===== src/tfd_pkg.sv =====
// tfd_pkg: shared types and constants of the touch frame decoder
// used by every module under src, no dependencies
`default_nettype none

package tfd_pkg;

    // frame layout
    localparam int FRAME_BYTES = 8;
    localparam int STORE_DEPTH = FRAME_BYTES - 1;
    localparam int POS_W       = $clog2(FRAME_BYTES);

    // field widths
    localparam int RAW_W  = 12;
    localparam int GAIN_W = 18;
    localparam int FRAC_W = 16;
    localparam int CFG_W  = 18;
    localparam int IDX_W  = 2;

    // input modes
    localparam logic [1:0] MODE_BYTE   = 2'd0;
    localparam logic [1:0] MODE_RXFAIL = 2'd1;
    localparam logic [1:0] MODE_POLL   = 2'd2;

    // result kinds
    localparam logic [1:0] KIND_POINTER  = 2'd0;
    localparam logic [1:0] KIND_CHECKSUM = 2'd1;
    localparam logic [1:0] KIND_RXFAIL   = 2'd2;
    localparam logic [1:0] KIND_POLL     = 2'd3;

    // register indexes
    localparam logic [IDX_W-1:0] REG_X_MIN  = 2'd0;
    localparam logic [IDX_W-1:0] REG_Y_MIN  = 2'd1;
    localparam logic [IDX_W-1:0] REG_X_GAIN = 2'd2;
    localparam logic [IDX_W-1:0] REG_Y_GAIN = 2'd3;

    // register reset values
    localparam logic [RAW_W-1:0]  X_MIN_RESET  = 12'd440;
    localparam logic [RAW_W-1:0]  Y_MIN_RESET  = 12'd632;
    localparam logic [GAIN_W-1:0] X_GAIN_RESET = 18'd86675;
    localparam logic [GAIN_W-1:0] Y_GAIN_RESET = 18'd101757;

    // frame header bytes
    localparam logic [7:0] HDR_POINTER = 8'hEE;
    localparam logic [7:0] HDR_ACK0    = 8'hC8;
    localparam logic [7:0] HDR_ACK1    = 8'hCA;
    localparam logic [7:0] BTN_PRESSED = 8'h51;
    localparam logic [7:0] COORD_MASK  = 8'h3F;

    // input beat
    typedef struct packed {
        logic [1:0] mode;
        logic [7:0] rx_byte;
    } t_in;

    // result beat
    typedef struct packed {
        logic [1:0]               event_kind;
        logic                     pressed;
        logic signed [FRAC_W-1:0] x_fraction;
        logic signed [FRAC_W-1:0] y_fraction;
    } t_out;

    // decoded frame event from the framer to the scaling stages
    typedef struct packed {
        logic             valid;
        logic [1:0]       kind;
        logic             pressed;
        logic [RAW_W-1:0] raw_x;
        logic [RAW_W-1:0] raw_y;
    } t_frame_ev;

endpackage

`default_nettype wire


===== src/tfd_framer.sv =====
// tfd_framer: byte framing, checksum check, header decode and poll flag
// depends on tfd_pkg
`default_nettype none

module tfd_framer (
    input  wire logic               i_clk,
    input  wire logic               i_rst_n,
    input  wire logic               i_adv,
    input  wire logic               i_accept,
    input  wire tfd_pkg::t_in       i_in,
    output tfd_pkg::t_frame_ev      o_ev
);

    logic [tfd_pkg::POS_W-1:0] r_pos, n_pos;
    logic [7:0]                r_xor, n_xor;
    logic                      r_wait, n_wait;
    logic [7:0]                r_store [tfd_pkg::STORE_DEPTH];
    logic                      n_store_we;
    tfd_pkg::t_frame_ev        r_ev, n_ev;

    // next state and event for one accepted beat
    always_comb begin
        n_pos      = r_pos;
        n_xor      = r_xor;
        n_wait     = r_wait;
        n_store_we = 1'b0;
        n_ev.valid   = 1'b0;
        n_ev.kind    = tfd_pkg::KIND_POINTER;
        n_ev.pressed = (r_store[2] == tfd_pkg::BTN_PRESSED);
        n_ev.raw_x   = {r_store[5][5:0] & tfd_pkg::COORD_MASK[5:0],
                        r_store[6][5:0] & tfd_pkg::COORD_MASK[5:0]};
        n_ev.raw_y   = {r_store[3][5:0] & tfd_pkg::COORD_MASK[5:0],
                        r_store[4][5:0] & tfd_pkg::COORD_MASK[5:0]};
        if (i_accept) begin
            case (i_in.mode)
                tfd_pkg::MODE_RXFAIL: begin
                    n_pos      = '0;
                    n_xor      = '0;
                    n_ev.valid = 1'b1;
                    n_ev.kind  = tfd_pkg::KIND_RXFAIL;
                end
                tfd_pkg::MODE_POLL: begin
                    if (!r_wait) begin
                        n_wait     = 1'b1;
                        n_ev.valid = 1'b1;
                        n_ev.kind  = tfd_pkg::KIND_POLL;
                    end
                end
                tfd_pkg::MODE_BYTE: begin
                    if (r_pos < tfd_pkg::POS_W'(tfd_pkg::STORE_DEPTH)) begin
                        n_store_we = 1'b1;
                        n_xor      = r_xor ^ i_in.rx_byte;
                        n_pos      = r_pos + 1'b1;
                    end else begin
                        n_pos = '0;
                        n_xor = '0;
                        if (r_xor != i_in.rx_byte) begin
                            n_ev.valid = 1'b1;
                            n_ev.kind  = tfd_pkg::KIND_CHECKSUM;
                        end else if (r_store[0] == tfd_pkg::HDR_POINTER &&
                                     r_store[1] == tfd_pkg::HDR_POINTER) begin
                            n_ev.valid = 1'b1;
                            n_ev.kind  = tfd_pkg::KIND_POINTER;
                            n_wait     = 1'b0;
                        end else if (r_store[0] == tfd_pkg::HDR_ACK0 &&
                                     r_store[1] == tfd_pkg::HDR_ACK1) begin
                            n_wait = 1'b0;
                        end
                    end
                end
                default: begin
                end
            endcase
        end
    end

    // framing control state
    always_ff @(posedge i_clk) begin
        if (!i_rst_n) begin
            r_pos  <= '0;
            r_xor  <= '0;
            r_wait <= 1'b0;
        end else begin
            r_pos  <= n_pos;
            r_xor  <= n_xor;
            r_wait <= n_wait;
        end
    end

    // frame byte store, written at the current byte position
    always_ff @(posedge i_clk) begin
        if (n_store_we) begin
            r_store[r_pos] <= i_in.rx_byte;
        end
    end

    // event register, moves with the pipeline
    always_ff @(posedge i_clk) begin
        if (!i_rst_n) begin
            r_ev.valid <= 1'b0;
        end else if (i_adv) begin
            r_ev <= n_ev;
        end
    end

    assign o_ev = r_ev;

endmodule

`default_nettype wire


===== src/tfd_scaler.sv =====
// tfd_scaler: one axis, offset and reciprocal-gain multiply, then round and saturate
// depends on tfd_pkg
`default_nettype none

module tfd_scaler (
    input  wire logic                               i_clk,
    input  wire logic                               i_adv,
    input  wire logic                               i_zero,
    input  wire logic [tfd_pkg::RAW_W-1:0]          i_raw,
    input  wire logic [tfd_pkg::RAW_W-1:0]          i_minimum,
    input  wire logic [tfd_pkg::GAIN_W-1:0]         i_gain,
    output logic signed [tfd_pkg::FRAC_W-1:0]       o_frac
);

    localparam int D_W    = tfd_pkg::RAW_W + 1;
    localparam int P_W    = 32;
    localparam int SHIFT  = 14;
    localparam int Q_W    = P_W + 1 - SHIFT;
    localparam int FW     = tfd_pkg::FRAC_W;

    logic [D_W-1:0]        n_diff;
    logic [P_W-1:0]        n_prod, r_prod;
    logic                  r_zero;
    logic [P_W:0]          n_sum;
    logic [Q_W-1:0]        n_q;
    logic [FW-1:0]         n_frac, r_frac;

    // signed offset and product, low bits of two's complement product
    always_comb begin
        n_diff = {1'b0, i_raw} - {1'b0, i_minimum};
        n_prod = {{(P_W-D_W){n_diff[D_W-1]}}, n_diff} *
                 {{(P_W-tfd_pkg::GAIN_W){1'b0}}, i_gain};
    end

    // round half up, floor shift, saturate to 16 bits
    always_comb begin
        n_sum = {r_prod[P_W-1], r_prod} + (P_W+1)'(1 << (SHIFT - 1));
        n_q   = n_sum[P_W:SHIFT];
        if (n_q[Q_W-1:FW-1] != {(Q_W-FW+1){n_q[Q_W-1]}}) begin
            n_frac = n_q[Q_W-1] ? {1'b1, {(FW-1){1'b0}}} : {1'b0, {(FW-1){1'b1}}};
        end else begin
            n_frac = n_q[FW-1:0];
        end
        if (r_zero) begin
            n_frac = '0;
        end
    end

    // product stage and result stage
    always_ff @(posedge i_clk) begin
        if (i_adv) begin
            r_prod <= n_prod;
            r_zero <= i_zero;
            r_frac <= n_frac;
        end
    end

    assign o_frac = $signed(r_frac);

endmodule

`default_nettype wire


===== src/touch_frame_decoder_top.sv =====
// touch_frame_decoder_top: serial touch-board frame decoder, top level
// depends on tfd_pkg, tfd_framer and tfd_scaler
//
// Input channel: one beat per received byte, receive failure or poll tick
// (i_in_valid, i_in_data, o_in_stall). Output channel: one beat per pointer
// position, checksum error, receive failure or poll request
// (o_out_valid, o_out_data, i_out_stall).
// Every input beat goes through three register stages: the framer event
// register, the coordinate product register and the output register. A beat
// that produces a result reaches the output through these registers in that
// order. One beat is accepted every cycle while no result waits on a stalled
// receiver; the pipeline moves as one and is held only at the output stage.
// When the receiver stalls with a result waiting, the whole pipeline holds
// and o_in_stall goes high until the result is taken.
// Configuration writes (minimums and gains) are taken at any edge with
// i_cfg_we high, and are meant to happen while the pipeline is empty.
// Reset (i_rst_n low, synchronous) empties the pipeline, restarts framing,
// clears the poll waiting flag and loads the default calibration.
`default_nettype none

module touch_frame_decoder_top (
    input  wire logic                         i_clk,
    input  wire logic                         i_rst_n,
    input  wire logic                         i_in_valid,
    input  wire tfd_pkg::t_in                 i_in_data,
    output logic                              o_in_stall,
    output logic                              o_out_valid,
    output tfd_pkg::t_out                     o_out_data,
    input  wire logic                         i_out_stall,
    input  wire logic                         i_cfg_we,
    input  wire logic [tfd_pkg::IDX_W-1:0]    i_cfg_index,
    input  wire logic [tfd_pkg::CFG_W-1:0]    i_cfg_data
);

    logic                          adv;
    logic                          accept;
    tfd_pkg::t_frame_ev            ev;
    logic [tfd_pkg::RAW_W-1:0]     r_x_min, r_y_min;
    logic [tfd_pkg::GAIN_W-1:0]    r_x_gain, r_y_gain;
    logic                          r_s2_valid, r_out_valid;
    logic [1:0]                    r_s2_kind, r_out_kind;
    logic                          r_s2_pressed, r_out_pressed;
    logic signed [tfd_pkg::FRAC_W-1:0] x_frac, y_frac;

    // pipeline advances unless a result is waiting on a stalled receiver
    assign adv        = !(r_out_valid && i_out_stall);
    assign o_in_stall = !adv;
    assign accept     = i_in_valid && adv;

    // calibration registers
    always_ff @(posedge i_clk) begin
        if (!i_rst_n) begin
            r_x_min  <= tfd_pkg::X_MIN_RESET;
            r_y_min  <= tfd_pkg::Y_MIN_RESET;
            r_x_gain <= tfd_pkg::X_GAIN_RESET;
            r_y_gain <= tfd_pkg::Y_GAIN_RESET;
        end else if (i_cfg_we) begin
            case (i_cfg_index)
                tfd_pkg::REG_X_MIN:  r_x_min  <= i_cfg_data[tfd_pkg::RAW_W-1:0];
                tfd_pkg::REG_Y_MIN:  r_y_min  <= i_cfg_data[tfd_pkg::RAW_W-1:0];
                tfd_pkg::REG_X_GAIN: r_x_gain <= i_cfg_data;
                tfd_pkg::REG_Y_GAIN: r_y_gain <= i_cfg_data;
                default: begin
                end
            endcase
        end
    end

    tfd_framer u_framer (
        .i_clk    (i_clk),
        .i_rst_n  (i_rst_n),
        .i_adv    (adv),
        .i_accept (accept),
        .i_in     (i_in_data),
        .o_ev     (ev)
    );

    tfd_scaler u_scale_x (
        .i_clk     (i_clk),
        .i_adv     (adv),
        .i_zero    (ev.kind != tfd_pkg::KIND_POINTER),
        .i_raw     (ev.raw_x),
        .i_minimum (r_x_min),
        .i_gain    (r_x_gain),
        .o_frac    (x_frac)
    );

    tfd_scaler u_scale_y (
        .i_clk     (i_clk),
        .i_adv     (adv),
        .i_zero    (ev.kind != tfd_pkg::KIND_POINTER),
        .i_raw     (ev.raw_y),
        .i_minimum (r_y_min),
        .i_gain    (r_y_gain),
        .o_frac    (y_frac)
    );

    // valid tracking alongside the scaler stages
    always_ff @(posedge i_clk) begin
        if (!i_rst_n) begin
            r_s2_valid  <= 1'b0;
            r_out_valid <= 1'b0;
        end else if (adv) begin
            r_s2_valid  <= ev.valid;
            r_out_valid <= r_s2_valid;
        end
    end

    // kind and button flag alongside the scaler stages
    always_ff @(posedge i_clk) begin
        if (adv) begin
            r_s2_kind     <= ev.kind;
            r_s2_pressed  <= ev.pressed && (ev.kind == tfd_pkg::KIND_POINTER);
            r_out_kind    <= r_s2_kind;
            r_out_pressed <= r_s2_pressed;
        end
    end

    assign o_out_valid           = r_out_valid;
    assign o_out_data.event_kind = r_out_kind;
    assign o_out_data.pressed    = r_out_pressed;
    assign o_out_data.x_fraction = x_frac;
    assign o_out_data.y_fraction = y_frac;

endmodule

`default_nettype wire


===== config.mk =====
export PLATFORM = sky130hd
export DESIGN_NAME = touch_frame_decoder_top
export DESIGN_NICKNAME = d
export VERILOG_FILES = /design/src/tfd_pkg.sv /design/src/tfd_framer.sv /design/src/tfd_scaler.sv /design/src/touch_frame_decoder_top.sv
export SDC_FILE = /design/constraint.sdc
export NUM_CORES = 1
export LEC_CHECK = 0
export BUFFER_PORTS_ARGS = -buffer_cell sky130_fd_sc_hd__buf_2
export CORE_UTILIZATION = 70
export CTS_CLUSTER_SIZE = 12
export DETAILED_ROUTE_END_ITERATION = 12
export HOLD_SLACK_MARGIN = 0.06
export MAX_ROUTING_LAYER = met4
export PLACE_DENSITY = 0.88
export SYNTH_ARGS = -nofsm -noshare
export SYNTH_HDL_FRONTEND = slang
export SYNTH_HIERARCHICAL = 1
export SYNTH_SLANG_ARGS = --single-unit

===== constraint.sdc =====
create_clock -name i_clk -period 12.2 [get_ports i_clk]
set_input_delay 1.22 -clock i_clk [delete_from_list [all_inputs] [get_ports i_clk]]
set_output_delay 1.22 -clock i_clk [all_outputs]
set_load 0.02 [all_outputs]

# ---- Word level (Yosys, flattened, before mapping)
# Memory sizes are Yosys's and may differ from the RTL's. A register that Yosys moved wholly into a read port is not among the register bits.
# Index checks and enable logic that the tools add are counted.
dict set report word_totals {
  wordCells 91
  ramBits 56
  regBits 181
  memories 1
  input_bits 35
}
# memory depth word_bits rd rd_clocked_by_memory_dff wr line
set memory_table {}
lappend memory_table {u_framer.r_store 7 8 7 4 1 tfd_framer.sv:17} ;# logic [7:0] r_store [tfd_pkg::STORE_DEPTH];
dict set report classes {
  mul 2
  eq_ne 16
  reduce_logical 19
  n_addsub 5
  n_lt_le_gt_ge 1
  n_mux 24
  bitwise 2
}
# cell count
set op_table {}
lappend op_table {{adder 32 x 15 -> 33 bit (second input constant)} 2}
lappend op_table {{multiplier 13 x 19 -> 32 bit} 2}
lappend op_table {{two-way mux 16 bit} 4}
lappend op_table {{equality test 8 bit (second input constant)} 4}
lappend op_table {{subtractor 12 x 12 -> 13 bit} 2}
lappend op_table {{two-way mux 3 bit} 6}
lappend op_table {{one-hot mux 8 bit (2 select lines)} 1}
lappend op_table {{AND reduction 2 bit} 6}
lappend op_table {{two-way mux 1 bit} 9}
lappend op_table {{one-hot mux 3 bit (3 select lines)} 1}
lappend op_table {{equality test 8 x 7 -> 1 bit (second input constant)} 1}
lappend op_table {{two-way mux 8 bit} 1}
lappend op_table {{!= test 8 bit} 1}
lappend op_table {{XOR 8 bit} 1}
lappend op_table {{equality test 2 bit (second input constant)} 3}
lappend op_table {{zero test 2 bit} 3}
lappend op_table {{!= test 3 bit} 2}
lappend op_table {{one-hot mux 3 bit (2 select lines)} 1}
lappend op_table {{nonzero test 2 bit} 3}
lappend op_table {{logical AND 1 bit} 5}
lappend op_table {{AND reduction 5 bit} 1}
lappend op_table {{equality test 2 x 1 -> 1 bit (second input constant)} 2}
lappend op_table {{!= test 2 bit (second input constant)} 2}
lappend op_table {{adder 3 x 1 -> 3 bit (second input constant)} 1}
lappend op_table {{other kinds (5)} 5}

# ---- Longest topological paths before layout
# Gate-level depths: netlist of run 1.
dict set report depth {
  depth_word 7
  mapped_depth 30
}

# ---- Cells and area by module
# The synthesis of run 1 kept the hierarchy.
# module area_per_inst_um2 seq_area_each_um2 instances cells_each
set modules_own_cells {}
lappend modules_own_cells {{tfd_scaler at u_scale_x} 9969.6 1081.0 1 1077}
lappend modules_own_cells {{tfd_scaler at u_scale_y} 9740.6 1081.0 1 1037}
lappend modules_own_cells {tfd_framer 3176.8 2512.4 1 203}
lappend modules_own_cells {touch_frame_decoder_top 2665.1 1421.4 1 258}

# ---- Worst setup path after synthesis of run 1
# No wires, ideal clock.
dict set report synth_timing {
  kind {register to register}
  startpoint {reg, netlist name u_framer/o_ev[12]}
  endpoint {reg u_scale_x.r_prod[17], data pin}
  setup_slack_ns 4.673
  n_path_buf 1
  path_stages_with_launch 29
  setup_ns 0.260
  t_arrival_ns 7.268
  path_cell_list {edfxtp_1 -> inv_1 -> ha_1 -> fa_1 -> nor2b_1 -> o21ai_0 -> a21boi_1 -> o21ai_0 -> nand2b_1 -> xor2_1 -> buf_2 -> nand2_1 -> fa_1 -> fa_1 -> inv_1 -> fa_1 -> fa_1 -> fa_1 -> inv_1 -> fa_1 -> inv_1 -> ha_1 -> and2_1 -> a221o_1 -> a221o_1 -> or2_1 -> a21o_1 -> a21oi_2 -> xnor2_1}
}
dict set report synth_between {
  elab_chain_len 2
}
# item line
set synth_rtl {}
lappend synth_rtl {{subtractor 12 x 12 -> 13 bit} tfd_scaler.sv:30} ;# n_diff = {1'b0, i_raw} - {1'b0, i_minimum};
lappend synth_rtl {{multiplier 13 x 19 -> 32 bit} tfd_scaler.sv:31} ;# n_prod = {{(P_W-D_W){n_diff[D_W-1]}}, n_diff} *
lappend synth_rtl {{net u_scale_x.n_prod[17]} tfd_scaler.sv:22} ;# logic [P_W-1:0] n_prod, r_prod;
lappend synth_rtl {{end signal: assignment} tfd_scaler.sv:52} ;# r_prod <= n_prod;
lappend synth_rtl {{end: declaration} tfd_scaler.sv:22}
# The timed path passes the listed nets, and every way through them passes these cells.
# A chain may end at the register's enable or synchronous reset.

# ---- Worst setup path after layout of run 1
dict set report layout_timing {
  startpoint {reg, netlist name u_framer/o_ev[20]}
  endpoint {reg u_scale_x.r_prod[27], data pin}
}
dict set report layout_between {
  elab_chain_len 2
}
# item line
set layout_rtl {}
lappend layout_rtl {{subtractor 12 x 12 -> 13 bit} tfd_scaler.sv:30}
lappend layout_rtl {{multiplier 13 x 19 -> 32 bit} tfd_scaler.sv:31}
lappend layout_rtl {{net u_scale_x.n_prod[27]} tfd_scaler.sv:22}
# The timed path passes the listed nets, and every way through them passes these cells.

==> metrics.cfg, run 1 <==
[clock_network]
cts_root_buf = clkbuf_16
cts.sinks = 228
cts-hold-fix-buffers = 0
cts_resized = 0
max-clock-path-buffers = 3
cts_buffers = 26
postCtsSetupBuffers = 0
cts_tree = yes
clk_pin_slew_ps = 70
clock_latency_ps = 560
htreeDepth = 1

[drt]
first_pass_iters = 11
wl_per_cell_um = 19.1
viasPerCell = 6.07
drt-total-wl_um = 58600
ant_nets = 0
drt_drc_violations_left = 10
drt-initial-drc-count = 1349
num_vias = 18600

[synthesis]
syn_area_mm2 = 0.0256
ys.warnings.count = 6
synthesis.nets = 3193
ys_ff_latch = 228
yosys_most_used_dff = edfxtp_1
synth_area_leader_cell = fa_1
netlist_instances = 2575
synth_area_leaders = fa_1 28%, edfxtp_1 18%, ha_1 11%
ys_async_sr_fraction = 0
synth_edf_count = 153
yosysSeqAreaShare = 0.239
syn_area_per_cell_um2 = 9.92
synth.top_cell.area_share = 0.276
synth_common_cells = 381 x nand2_1, 378 x inv_1, 352 x fa_1
synth.most_common_cell = nand2_1
ys_types = 92

[die]
die_w_um = 193
io_pins = 72
start_util = 0.715
die_y_um = 193
row_count = 69
die-area_mm2 = 0.0373
core_mm2 = 0.0357

[critical_path]
crit_type = reg2reg
crit_path_start_kind = flop
cp_max_fo = 40
worstPathArrival_ps = 8830
cp_data_required_time_ps = 12500
end_kind = flop

[place]
placed_area_mm2 = 0.0262
post-place-ws_ps = 3900
dp_hpwl_um = 44700
port-buffer-count = 71
place_congestion = 0.955

[status]
violations = design-rule violations
outcome = finished with violations

[sta]
tightest_slew_ps = 1160
fmax_mhz = 117
relSlewSlack = 0.223
rsz0062_at_grt = false
skew_ps = 14.6
hold_violations = 0
final.min_clock_period_ps = 8520
fin_crit_sh = 0.699
layout_setup_ws_ps = 3680
setup_tns_ps = 0
slew_violations = 0
setup_viol = 0

[grt]
grt_max_degree = 103
grt_overflow = 0
antenna_found_initial = 0
track_usage = 0.338
grt_pass1_wl_um = 95900
grt_pass1_vias = 19600

[finish]
num_antenna_cells = 0
postLayoutCoreUtil = 0.755
final.fill_count = 2302
multiInputGateArea_mm2 = 0.0176
stdcell_area_mm2 = 0.0270
syn_to_final_growth_pct = 5.58
drive_above_1_share = 0.0741
nets = 3203
sequential_cell_area_mm2 = 0.00610

[hold_path]
hp-class = reg2reg

[job]
cap_violations = 0

## path summary, 6_finish.rpt
| path | startpoint | end | slack [ps] | cells after the start |
|---|---|---|---|---|
| max reg2reg | u_framer/o_ev[20] | u_scale_x/r_prod[27] | 3680 | 24 |
| min | u_framer/r_store[6][2] | u_framer/o_ev[14] | 420 | 0 |
| min reg2reg | u_framer/r_store[6][2] | u_framer/o_ev[14] | 420 | 0 |
| max | u_framer/o_ev[20] | u_scale_x/r_prod[27] | 3680 | 24 |
## placed cells by master, fill, tap and decap left out, types with 26 or more instances in the layout
cell type | netlist | final
a21o_1 | 33 | 33
a21oi_1 | 77 | 77
and2_1 | 116 | 116
buf_2 | 21 | 71
clkbuf_16 | 0 | 26
dfxtp_1 | 75 | 75
edfxtp_1 | 153 | 153
fa_1 | 352 | 352
ha_1 | 231 | 231
inv_1 | 378 | 378
mux2i_1 | 62 | 62
nand2_1 | 381 | 380
nand2b_1 | 67 | 67
nand3_1 | 30 | 30
nor2_1 | 73 | 73
nor2b_1 | 75 | 75
o21ai_0 | 40 | 40
xnor2_1 | 48 | 46
xor2_1 | 38 | 38
## critical path, cell delays in order, from the launching register on
cell      delay, ps
edfxtp_1        380
ha_1            730
a21o_1          330
a21o_1          210
nor3_1          230
a21oi_1         160
a31o_2          450
or2_2           370
fa_1            530
fa_1            560
inv_1            60
fa_1            510
fa_1            530
fa_1            550
inv_1            50
fa_1            500
inv_1            40
ha_1            330
and2_1          190
a221o_1         340
a221o_1         390
o21ai_0         370
a21oi_1         140
o22ai_1         200
xnor2_1          90
## through the flow
step                hold slack (ps)  cells
floorplan                       400   2575
global placement                402   3018
detailed placement              405   3018
CTS                             420   3066
global route                    432   3066
finish                          421   3066
## sequential cells by signal, summed over array words and instances (netlist names), 2 cells and up
| signal | flops |
|---|---|
| u_framer/o_ev | 28 |
| r_x_min | 12 |
| r_s2_kind | 2 |
| r_y_min | 12 |
| r_y_gain | 18 |
| u_framer/r_pos | 3 |
| u_scale_x/o_frac | 16 |
| r_x_gain | 18 |
| u_framer/r_xor | 8 |
| r_out_kind | 2 |
| u_scale_y/o_frac | 16 |
| u_framer/r_store | 48 |
| u_scale_y/r_prod | 19 |
| u_scale_x/r_prod | 19 |
## kinds of logic (layout without fill, tap and decap cells)
| logic type | after synthesis | after routing | share of synthesized area |
|---|---|---|---|
| XOR/XNOR | 88 | 88 | 0.0308 |
| buffers and inverters | 485 | 515 | 0.0737 |
| multiplexers | 73 | 73 | 0.0291 |
| AO/OA/AOI/OAI | 260 | 260 | 0.0694 |
| flip-flops | 228 | 228 | 0.239 |
| adder cells (fa/ha/maj) | 583 | 583 | 0.389 |
| AND/OR/NAND/NOR | 858 | 858 | 0.169 |
## metal layers
layer | vias to the layer above | global-route usage | part of all wire
li1 | 8325 | - | -
met3 | 184 | 0.0746 | 0.098
met5 | - | - | 0
met1 | 9125 | 0.425 | 0.39
met4 | 0 | 0.120 | 0.034
met2 | 989 | 0.540 | 0.48
## layout make-up
class / count / area share
clock inverter: 9 / 0.00320
tap: 461 / 0.0214
sequential: 228 / 0.226
inverter: 378 / 0.0526
timing repair buffer: 89 / 0.0182
multi-input combinational: 1862 / 0.652
clock buffer: 39 / 0.0263
Power of run 1 is not shown: default switching activity piles up to over one toggle a cycle in this logic, so the estimate is an artifact.
==> run 2: changes to the inputs <==
--- a/config.mk
+++ b/config.mk
@@ -5,13 +5,14 @@
 export SDC_FILE = /design/constraint.sdc
 export NUM_CORES = 1
 export LEC_CHECK = 0
+export ABC_AREA = 1
 export BUFFER_PORTS_ARGS = -buffer_cell sky130_fd_sc_hd__buf_2
-export CORE_UTILIZATION = 70
+export CORE_UTILIZATION = 65
 export CTS_CLUSTER_SIZE = 12
 export DETAILED_ROUTE_END_ITERATION = 12
 export HOLD_SLACK_MARGIN = 0.06
 export MAX_ROUTING_LAYER = met4
-export PLACE_DENSITY = 0.88
+export PLACE_DENSITY = 0.83
 export SYNTH_ARGS = -nofsm -noshare
 export SYNTH_HDL_FRONTEND = slang
 export SYNTH_HIERARCHICAL = 1
==> constraint.sdc (replaced) <==
create_clock -name i_clk -period 8.8 [get_ports i_clk]
set_input_delay 0.88 -clock i_clk [delete_from_list [all_inputs] [get_ports i_clk]]
set_output_delay 0.88 -clock i_clk [all_outputs]
set_load 0.02 [all_outputs]
==> metrics.cfg, run 2 <==
[status]
outcome = finished clean

[critical_path]
cp_max_fo = 16
crit_path_start_kind = flop
path_cells = inv_1, ha_1, fa_1, o31ai_1, or2_2, nand2_1, inv_1, nand2_1, fa_1, fa_1, fa_1, inv_1, fa_1, fa_1, inv_1, fa_1, inv_1, ha_1, nand2_1, nor2_1, nand2_1, o21ai_1, a21oi_1, xnor2_1
path_delay_family = adder cells
crit_type = reg2reg
crit_slowest_cell = fa_1
worstPathArrival_ps = 7470
crit_path_max_incr_delay_ps = 600
cp.buffers_inverters = 5
cp_data_required_time_ps = 9100
crit_top_cell = fa_1
end_kind = flop

[drt]
num_vias = 21300
drt-total-wl_um = 69400
viasPerCell = 5.72
drt-initial-drc-count = 1686
ant_nets = 0
wl_per_cell_um = 18.6
drt_drc_violations_left = 0
first_pass_iters = 6

[place]
post-place-ws_ps = 1760
port-buffer-count = 71
place_congestion = 1.04
dp_hpwl_um = 55800
dpl.cell_count = 3674

[synthesis]
synth_common_cells = 729 x nand2_1, 558 x inv_1, 363 x nor2_1
ys_async_sr_fraction = 0
ys_ff_latch = 228
ys.warnings.count = 6
syn_area_per_cell_um2 = 8.41
yosysSeqAreaShare = 0.229
ys_types = 54
syn_area_mm2 = 0.0267
synth_area_leader_cell = fa_1
synth.most_common_cell = nand2_1
netlist_instances = 3169
synth.top_cell.area_share = 0.264
synth_area_leaders = fa_1 26%, edfxtp_1 17%, ha_1 11%
yosys_most_used_dff = edfxtp_1
synthesis.nets = 3787
synth_edf_count = 153

[finish]
top_register = u_framer/r_store
final_common_cell = nand2_1
syn_to_final_growth_pct = 5.19
stdcell_count = 3724
final.fill_count = 3139
nets = 3795
drive_above_1_share = 0.0816
layout_common_cells = 728 x nand2_1, 558 x inv_1, 363 x nor2_1
largest_register_ff_count = 48

[die]
io_pins = 72
die_y_um = 205
die_w_um = 205
row_count = 73
start_util = 0.665
die-area_mm2 = 0.0418
core_mm2 = 0.0401

[clock_network]
htreeDepth = 1
cts.sinks = 228
cts_resized = 0
cts_root_buf = clkbuf_16
postCtsSetupBuffers = 0
cts-hold-fix-buffers = 0
cts_buffers = 26
clk_pin_slew_ps = 60
cts_tree = yes
clock_latency_ps = 570
max-clock-path-buffers = 3

[sta]
layout_setup_ws_ps = 1630
hold_violations = 0
rsz0062_at_grt = false
skew_ps = 22.8
relSlewSlack = 0.206
fin_crit_sh = 0.815
setup_viol = 0
fmax_mhz = 140
setup_tns_ps = 0
slew_violations = 0
tightest_slew_ps = 1190
whs_ps = 420
final.min_clock_period_ps = 7170

[grt]
grt_pass1_wl_um = 110000
grt_pass1_vias = 21200
track_usage = 0.349
grt_max_degree = 73
antenna_found_initial = 2
grt_overflow = 0

[hold_path]
hp-class = reg2reg

[job]
cap_violations = 0

run 2: layout make-up:
type / instances / area (um2) / share of cell area
repair buffers: 76 / 393 / 0.0140
clock inverters: 8 / 100 / 0.00357
diodes: 2 / 5.00 / 0.000178
flip-flops and latches: 228 / 6100 / 0.217
inverters: 581 / 2190 / 0.0779
well taps: 525 / 657 / 0.0234
multi-input cells: 2264 / 17800 / 0.636
clock buffers: 40 / 766 / 0.0273
run 2: per-stage QoR:
step | cell area (um2) | utilization
after floorplan | 26700 | -
after global placement | 27200 | 0.678
after detailed placement | 27200 | 0.678
after CTS | 28000 | 0.699
after global routing | 28000 | 0.699
final | 28000 | 0.699
run 2: metal layers:
metal  up-vias  routed length [um]  GRT usage
li1       9829                   -          -
met1     10300               28400      0.464
met2       980               32800      0.557
met3       156                6380     0.0585
met4         0                1870     0.0936
met5         -                   0          -
run 2: worst paths after layout:
check,startpoint,to,slack [ps],cells after the start
max,u_framer/o_ev[0],u_scale_y/r_prod[22],1630,24
min,u_framer/r_store[6][5],u_framer/o_ev[17],420,0
max reg2reg,u_framer/o_ev[0],u_scale_y/r_prod[22],1630,24
min reg2reg,u_framer/r_store[6][5],u_framer/o_ev[17],420,0
run 2: cells by family after synthesis:
logic type	share of synthesized area
AOI/OAI and AO/OA	0.0492
xor gates and xnor gates	0.0197
adders and majority gates	0.373
buffers and inverters	0.102
DFF	0.229
and+or+nand+nor	0.227
Power of run 2 is left out for the same reason.
